<file path="src/hw/rtl/rtt_est_pkg.sv">
`timescale 1ns / 1ps

package rtt_est_pkg;

  localparam int EST_W       = 40;
  localparam int TMO_W       = 48;
  localparam int CNT_W       = 5;
  localparam int FACT_W      = 8;
  localparam int ACT_W       = 2;
  localparam int CFG_ADDR_W  = 2;
  localparam int IN_TDATA_W  = 88;
  localparam int OUT_TDATA_W = 320;

  // Item actions (carried on s_tuser)
  localparam logic [ACT_W-1:0] ACT_SAMPLE    = 2'd0;
  localparam logic [ACT_W-1:0] ACT_SET_PROBE = 2'd1;
  localparam logic [ACT_W-1:0] ACT_SET_HS    = 2'd2;
  localparam logic [ACT_W-1:0] ACT_CLEAR     = 2'd3;

  // Configuration register indexes
  localparam logic [CFG_ADDR_W-1:0] REG_ACK_CAP     = 2'd0;
  localparam logic [CFG_ADDR_W-1:0] REG_GRANULARITY = 2'd1;
  localparam logic [CFG_ADDR_W-1:0] REG_INIT_RTT    = 2'd2;
  localparam logic [CFG_ADDR_W-1:0] REG_CONG_FACTOR = 2'd3;

  localparam logic [EST_W-1:0]  RST_ACK_CAP     = 40'd25000000;
  localparam logic [EST_W-1:0]  RST_GRANULARITY = 40'd1000000;
  localparam logic [EST_W-1:0]  RST_INIT_RTT    = 40'd100000000;
  localparam logic [FACT_W-1:0] RST_CONG_FACTOR = 8'd2;

  localparam logic [TMO_W-1:0] TMO_MAX = {TMO_W{1'b1}};

  typedef struct packed {
    logic [EST_W-1:0] smoothed;
    logic [EST_W-1:0] variation;
    logic [EST_W-1:0] minimum;
    logic [EST_W-1:0] latest;
    logic [CNT_W-1:0] probe_cnt;
    logic [CNT_W-1:0] hs_cnt;
    logic             seen;
  } est_snap_t;

endpackage

</file>
<file path="src/hw/rtl/rtt_estimator_probe_timeout_top.sv">
`timescale 1ns / 1ps

// Channel  Dir  Handshake          Payload
// s_*      in   s_tvalid/s_tready  s_tuser: action; s_tdata: sample, ack delay, count
// m_*      out  m_tvalid/m_tready  m_tdata: estimates, three timeouts, both counts
// cfg_*    in   cfg_en             cfg_addr selects register, cfg_data is the value
//
// One item per cycle without output stalls; results pass input, snapshot, result regs.
// The estimator state updates as an item leaves the input register; the timeouts,
// saturating shifts and congestion multiply are computed in the following stage.
// rst (synchronous) empties all stages, clears the estimates and loads register defaults.
// A stalled output holds its result; the stages behind it fill before s_tready drops.

module rtt_estimator_probe_timeout_top (
  input  logic                                 clk,
  input  logic                                 rst,
  input  logic                                 s_tvalid,
  output logic                                 s_tready,
  // [39:0] rtt_sample, [79:40] reported ack delay, [84:80] new_count, [87:85] zero
  input  logic [rtt_est_pkg::IN_TDATA_W-1:0]   s_tdata,
  // [1:0] action
  input  logic [rtt_est_pkg::ACT_W-1:0]        s_tuser,
  output logic                                 m_tvalid,
  input  logic                                 m_tready,
  // [39:0] smoothed, [79:40] variation, [119:80] minimum, [159:120] last_sample,
  // [207:160] probe_timeout, [255:208] handshake_timeout,
  // [303:256] congestion_duration, [308:304] probe_backoff,
  // [313:309] handshake_backoff, [319:314] zero
  output logic [rtt_est_pkg::OUT_TDATA_W-1:0]  m_tdata,
  input  logic                                 cfg_en,
  input  logic [rtt_est_pkg::CFG_ADDR_W-1:0]   cfg_addr,
  input  logic [rtt_est_pkg::EST_W-1:0]        cfg_data
);

  localparam int EW = rtt_est_pkg::EST_W;
  localparam int TW = rtt_est_pkg::TMO_W;
  localparam int CW = rtt_est_pkg::CNT_W;
  localparam int FW = rtt_est_pkg::FACT_W;

  // shift left by a backoff count, clamp to all ones on overflow
  function automatic logic [TW-1:0] sat_shift(input logic [EW+2:0] v,
                                              input logic [CW-1:0] cnt);
    logic [EW+2+31:0] wide;
    wide = {31'b0, v} << cnt;
    if (|wide[EW+2+31:TW]) begin
      return rtt_est_pkg::TMO_MAX;
    end
    return wide[TW-1:0];
  endfunction

  // configuration registers
  logic [EW-1:0] ack_cap;
  logic [EW-1:0] granularity;
  logic [EW-1:0] init_rtt;
  logic [FW-1:0] cong_factor;

  always_ff @(posedge clk) begin
    if (rst) begin
      ack_cap     <= rtt_est_pkg::RST_ACK_CAP;
      granularity <= rtt_est_pkg::RST_GRANULARITY;
      init_rtt    <= rtt_est_pkg::RST_INIT_RTT;
      cong_factor <= rtt_est_pkg::RST_CONG_FACTOR;
    end else if (cfg_en) begin
      case (cfg_addr)
        rtt_est_pkg::REG_ACK_CAP:     ack_cap     <= cfg_data;
        rtt_est_pkg::REG_GRANULARITY: granularity <= cfg_data;
        rtt_est_pkg::REG_INIT_RTT:    init_rtt    <= cfg_data;
        rtt_est_pkg::REG_CONG_FACTOR: cong_factor <= cfg_data[FW-1:0];
        default: ;
      endcase
    end
  end

  // stage control
  logic a_valid, b_valid, c_valid;
  logic load_a, load_b, load_c;

  assign load_c   = b_valid && (!c_valid || m_tready);
  assign load_b   = a_valid && (!b_valid || load_c);
  assign s_tready = !a_valid || load_b;
  assign load_a   = s_tvalid && s_tready;
  assign m_tvalid = c_valid;

  always_ff @(posedge clk) begin
    if (rst) begin
      a_valid <= 1'b0;
      b_valid <= 1'b0;
      c_valid <= 1'b0;
    end else begin
      a_valid <= load_a || (a_valid && !load_b);
      b_valid <= load_b || (b_valid && !load_c);
      c_valid <= load_c || (c_valid && !m_tready);
    end
  end

  // input register
  logic [rtt_est_pkg::ACT_W-1:0] a_action;
  logic [EW-1:0]                 a_sample;
  logic [EW-1:0]                 a_delay;
  logic [CW-1:0]                 a_count;

  always_ff @(posedge clk) begin
    if (load_a) begin
      a_action <= s_tuser;
      a_sample <= s_tdata[EW-1:0];
      a_delay  <= s_tdata[2*EW-1:EW];
      a_count  <= s_tdata[2*EW+CW-1:2*EW];
    end
  end

  // estimator state
  rtt_est_pkg::est_snap_t est, est_next;

  logic [EW-1:0] min_cand;
  logic [EW-1:0] delay_clip;
  logic [EW:0]   min_plus;
  logic [EW-1:0] adjusted;
  logic [EW-1:0] diff;
  logic [EW+1:0] var_sum;
  logic [EW+2:0] sm_sum;

  always_comb begin
    min_cand   = (a_sample < est.minimum) ? a_sample : est.minimum;
    delay_clip = (a_delay > ack_cap) ? ack_cap : a_delay;
    min_plus   = {1'b0, min_cand} + {1'b0, delay_clip};
    adjusted   = ({1'b0, a_sample} > min_plus) ? (a_sample - delay_clip) : a_sample;
    diff       = (est.smoothed > adjusted) ? (est.smoothed - adjusted)
                                           : (adjusted - est.smoothed);
    var_sum    = {2'b0, est.variation} + {1'b0, est.variation, 1'b0} + {2'b0, diff};
    sm_sum     = {est.smoothed, 3'b0} - {3'b0, est.smoothed} + {3'b0, adjusted};

    est_next = est;
    case (a_action)
      rtt_est_pkg::ACT_SAMPLE: begin
        est_next.latest = a_sample;
        if (!est.seen) begin
          est_next.seen      = 1'b1;
          est_next.smoothed  = a_sample;
          est_next.variation = {1'b0, a_sample[EW-1:1]};
          est_next.minimum   = a_sample;
        end else begin
          est_next.minimum   = min_cand;
          est_next.variation = var_sum[EW+1:2];
          est_next.smoothed  = sm_sum[EW+2:3];
        end
      end
      rtt_est_pkg::ACT_SET_PROBE: est_next.probe_cnt = a_count;
      rtt_est_pkg::ACT_SET_HS:    est_next.hs_cnt    = a_count;
      rtt_est_pkg::ACT_CLEAR:     est_next = '0;
      default:                    est_next = est;
    endcase
  end

  always_ff @(posedge clk) begin
    if (rst) begin
      est <= '0;
    end else if (load_b) begin
      est <= est_next;
    end
  end

  // snapshot of the updated state for the timeout stage
  rtt_est_pkg::est_snap_t b_snap;

  always_ff @(posedge clk) begin
    if (load_b) begin
      b_snap <= est_next;
    end
  end

  // timeouts
  logic [EW+1:0]   var4;
  logic [EW+2:0]   pto_sum;
  logic [EW+2:0]   pto_base;
  logic [EW:0]     hs_dbl;
  logic [EW:0]     hs_base;
  logic [EW+1:0]   cong_var;
  logic [EW+2:0]   cong_sum;
  logic [EW+2+FW:0] cong_prod;
  logic [TW-1:0]   pto, hs, cong;

  always_comb begin
    var4     = {b_snap.variation, 2'b0};
    pto_sum  = {3'b0, b_snap.smoothed} + {1'b0, var4} + {3'b0, ack_cap};
    pto_base = (pto_sum > {3'b0, granularity}) ? pto_sum : {3'b0, granularity};
    pto      = sat_shift(pto_base, b_snap.probe_cnt);

    hs_dbl   = b_snap.seen ? {b_snap.smoothed, 1'b0} : {init_rtt, 1'b0};
    hs_base  = (hs_dbl > {1'b0, granularity}) ? hs_dbl : {1'b0, granularity};
    hs       = sat_shift({2'b0, hs_base}, b_snap.hs_cnt);

    cong_var  = (var4 > {2'b0, granularity}) ? var4 : {2'b0, granularity};
    cong_sum  = {3'b0, b_snap.smoothed} + {1'b0, cong_var};
    cong_prod = {{FW{1'b0}}, cong_sum} * {{(EW+3){1'b0}}, cong_factor};
    cong      = (|cong_prod[EW+2+FW:TW]) ? rtt_est_pkg::TMO_MAX : cong_prod[TW-1:0];
  end

  // result register
  always_ff @(posedge clk) begin
    if (load_c) begin
      m_tdata <= {6'b0, b_snap.hs_cnt, b_snap.probe_cnt, cong, hs, pto,
                  b_snap.latest, b_snap.minimum, b_snap.variation, b_snap.smoothed};
    end
  end

endmodule

</file>
<file path="config.mk">
export PLATFORM = sky130hd
export DESIGN_NAME = rtt_estimator_probe_timeout_top
export DESIGN_NICKNAME = d
export VERILOG_FILES = /design/src/hw/rtl/rtt_est_pkg.sv /design/src/hw/rtl/rtt_estimator_probe_timeout_top.sv
export SDC_FILE = /design/constraint.sdc
export NUM_CORES = 2
export LEC_CHECK = 0
export BUFFER_PORTS_ARGS = -buffer_cell sky130_fd_sc_hd__buf_2
export CAP_MARGIN = 20
export CORE_MARGIN = 2
export CORE_UTILIZATION = 31
export CTS_BUF_LIST = sky130_fd_sc_hd__clkbuf_16
export DETAILED_ROUTE_END_ITERATION = 7
export HOLD_SLACK_MARGIN = 0.03
export MAX_ROUTING_LAYER = met4
export PLACE_DENSITY = 0.47
export SYNTH_ARGS = -nofsm -noshare
export SYNTH_HDL_FRONTEND = slang
export SYNTH_SLANG_ARGS = --single-unit
export TNS_END_PERCENT = 1
</file>
<file path="constraint.sdc">
create_clock -name clk -period 36.6 [get_ports clk]
set_input_delay 0 -clock clk [delete_from_list [all_inputs] [get_ports clk]]
set_output_delay 0 -clock clk [all_outputs]
set_load 0.01 [all_outputs]
</file>
==> flow_summary.json <==
{
  "route.final.wire_length_um": 272000,
  "syn_std_cell_area_sq_um": 72600,
  "timing_worst_slew_pin_value_ns": 1.15,
  "wl_per_cell_um": 23.7,
  "drt_first_iter_violations": 4458,
  "tritoncts.num_buffers": 106,
  "gr-usage-met1_pct": 28.7,
  "clock-sinks": 874,
  "r2r_end": "b_snap[128]$_DFFE_PP_",
  "final_min_period_over_clock_period_pct": 55.8,
  "fin_worst_skew_ns": 0.0613,
  "hold_viol_final": 0,
  "async_set_or_reset_register_ratio_after_synthesis_pct": 0,
  "area_growth_syn_to_layout_pct": 15.5,
  "ant_nets": 0,
  "run_status": "complete, no violations",
  "tritoncts_clock_tree": "built",
  "synth_enable_flop_cells": 572,
  "floorplan.die_area_sq_um": 238000,
  "yosys.area_share.xor_xnor_pct": 3.21,
  "post_cts_resized": 0,
  "floorplan.initialDensity_pct": 31.2,
  "grt-ovfl-total": 0,
  "min_period_ns": 20.41,
  "die_h_um": 488,
  "clk_pin_slew_ns": 0.06,
  "report.final.slew_viol_count": 0,
  "worstSetupStartpointType": "flip-flop",
  "fp.coreArea_sq_um": 233000,
  "grt_first_pass_wirelength_um": 396000,
  "crit_type": "reg -> reg",
  "gr-usage-met2_pct": 37.7,
  "post_synth_main_area_contributors": "edfxtp_1 (24%), ha_1 (11%), fa_1 (10%)",
  "num-fill-cells": 23719,
  "grt_start_max_net_pins": 140,
  "synth_cell_types": 94,
  "seq_area_frac_synth_pct": 32.0,
  "syn_inst": 7774,
  "leak_pwr_nw": 35.1,
  "design.final.nets": 9398,
  "grt_most_used_layer": "met2",
  "cp.buffers_inverters": 4,
  "io_pins": 459,
  "worst_skew_pair.late_latency_ns": 0.80,
  "crit_slowest_cell": "or2_1",
  "dominantRegCellSynth": "edfxtp_1",
  "power_per_cell_area_nw_per_um2": 52.2,
  "layout_cell_share_with_drive_strength_beyond_1_pct": 11.9,
  "synth_top_family_by_area": "adder cells",
  "timing.hold.worst.class": "in -> reg",
  "cts_max_path_buffers": 3,
  "cts.htree.levels": 3,
  "cts_setup_buffers": 0,
  "critical_path_required_ns": 37.09,
  "worstPathArrival_ns": 20.90,
  "grt_antenna_before_repair": 21,
  "drc": 0,
  "fin_setup_tns_ns": 0,
  "place.detailed.instances": 11068,
  "critical_path.top_delay_family": "compound AO/OA/AOI/OAI gates",
  "viasPerCell": 5.26,
  "post_synth_and_or_nand_nor_area_fraction_pct": 15.3,
  "synth_mux_area_share_pct": 7.71,
  "cap_violations": 0,
  "fmax_mhz": 49.0,
  "post_synth_top_area_cell": "edfxtp_1",
  "synth.most_common_cell": "nand2_1",
  "cts_root_buffer": "clkbuf_16",
  "die_x_um": 488,
  "post_layout_nonfiller_instances": 11504,
  "crit_path_end": "b_snap[128]$_DFFE_PP_",
  "reg2regPathDepth": 73,
  "slowest_stage_delay_cp_ns": 0.72,
  "detailed_place_hpwl_um": 216000,
  "regArea_sq_um": 23200,
  "syn-mean-instance-area_sq_um": 9.34,
  "power_mw": 4.38,
  "post_synth_fa_ha_maj_area_fraction_pct": 21.0,
  "gpl.final_weighted_congestion": 0.973,
  "r2r_slack_ns": 16.19,
  "synth-seq-cells": 874,
  "worst_slew_margin_rel_pct": 23.1,
  "worst_r2r_startpoint": "ack_cap[34]$_SDFFE_PP0P_",
  "critical-path-top-cell-by-count": "a21oi_1",
  "io_buffers": 449,
  "dr_total_vias": 60462,
  "grt_util_overall_pct": 22.9,
  "firstDrtPassIters": 6,
  "worst_setup_path_startpoint": "ack_cap[34]$_SDFFE_PP0P_",
  "grt_util_met3_pct": 2.34,
  "finalSetupViolCount": 0,
  "synth-compound-area-share_pct": 15.8,
  "cp_max_fo": 42,
  "vdd_ir_drop_max_mv": 0.0407,
  "rsz_0062_raised_after_global_routing": "no",
  "path_depth": 73,
  "crit_path_end_kind": "flip-flop",
  "synth.yosys.warnings": 0,
  "first_global_vias": 60136,
  "row_count": 177,
  "synthTopCellsByCount": "nand2_1 (939), ha_1 (627), a21oi_1 (613)",
  "multi_input_area_sq_um": 45900,
  "hold_buffers": 222,
  "top_area_cell_type_share_of_the_netlist_area_pct": 23.7
}
[worst min path at each step]
stage | from | endpoint | slack [ns] | cells past startpoint
2_1_floorplan | s_tuser[0] | a_action[0]$_DFFE_PP_ | 0.1 | 0
3_3_place_gp | s_tdata[21] | a_sample[21]$_DFFE_PP_ | 0.18 | 1
3_5_place_dp | s_tdata[23] | a_sample[23]$_DFFE_PP_ | 0.18 | 1
4_1_cts | s_tdata[69] | a_delay[29]$_DFFE_PP_ | 0.03 | 2
5_1_grt | s_tdata[71] | a_delay[31]$_DFFE_PP_ | 0.06 | 2
6_report | s_tdata[71] | a_delay[31]$_DFFE_PP_ | 0.08 | 2
[where the power goes]
part,internal (mW),switching (mW)
clock,0.571,0.475
combinational,0.849,1.30
sequential,1.12,0.0622
total,2.54,1.84
[sequential cells by signal, indices dropped and copies added (netlist names), 2 cells and up]
signal and cells:
m_tdata 314, b_snap 171, est 171, a_delay 40, a_sample 40, ack_cap 40
granularity 40, init_rtt 40, cong_factor 8, a_count 5, a_action 2
[layout by cell type (no fill, tap or decap), types with 231 or more instances in the layout]
master,netlist,final
nand2_1,939,938
ha_1,627,626
a21oi_1,613,613
inv_1,586,607
edfxtp_1,572,572
nor2_1,521,516
buf_2,17,448
o21ai_0,396,396
fa_1,368,368
dfxtp_1,302,295
mux2i_1,237,237
a21o_1,231,231
[logic make-up after synthesis]
kind of cell               after synthesis
muxes                                  450
other                                    1
buffers and inverters                  965
AOI/OAI and AO/OA                     1824
xor gates and xnor gates               266
DFF                                    874
adders and majority gates              995
and+or+nand+nor                       2399
[layout make-up]
| cell class | count | share of cell area (%) |
|---|---|---|
| clock inverters | 96 | 0.934 |
| diodes | 12 | 0.0358 |
| flip-flops and latches | 874 | 27.7 |
| well taps | 3132 | 4.67 |
| repair buffers | 751 | 6.07 |
| clock buffers | 106 | 3.16 |
| inverters | 593 | 2.66 |
| multi-input cells | 5940 | 54.7 |
[stage by stage]
stage	worst slack [ns]	area (sq um)	hold slack, ns	utilization [%]
4_1_cts	16.08	83800	0.0336	36.0
6_report	16.19	83800	0.0771	36.0
3_3_place_gp	16.20	78100	0.176	33.6
2_1_floorplan	21.16	72600	0.0989	-
3_5_place_dp	16.18	78100	0.178	33.6
5_1_grt	14.90	83800	0.0555	36.0
[layer usage]
layer	part of all wire, %	vias up
met2	47	1672
li1	-	28524
met4	4.9	0
met1	43	29830
met5	0	-
met3	4.4	436
[worst register-to-register path: cells and delay by family, from the launching register on]
family	cells	cell delay (ns)
multiplexers	4	1.65
buffers and inverters	4	1.63
XOR/XNOR	1	0.23
AND/OR/NAND/NOR	16	4.22
flip-flops	1	0.43
AO/OA/AOI/OAI	42	9.83
adder cells (fa/ha/maj)	6	2.16
Power figures use the tool's default switching activity.
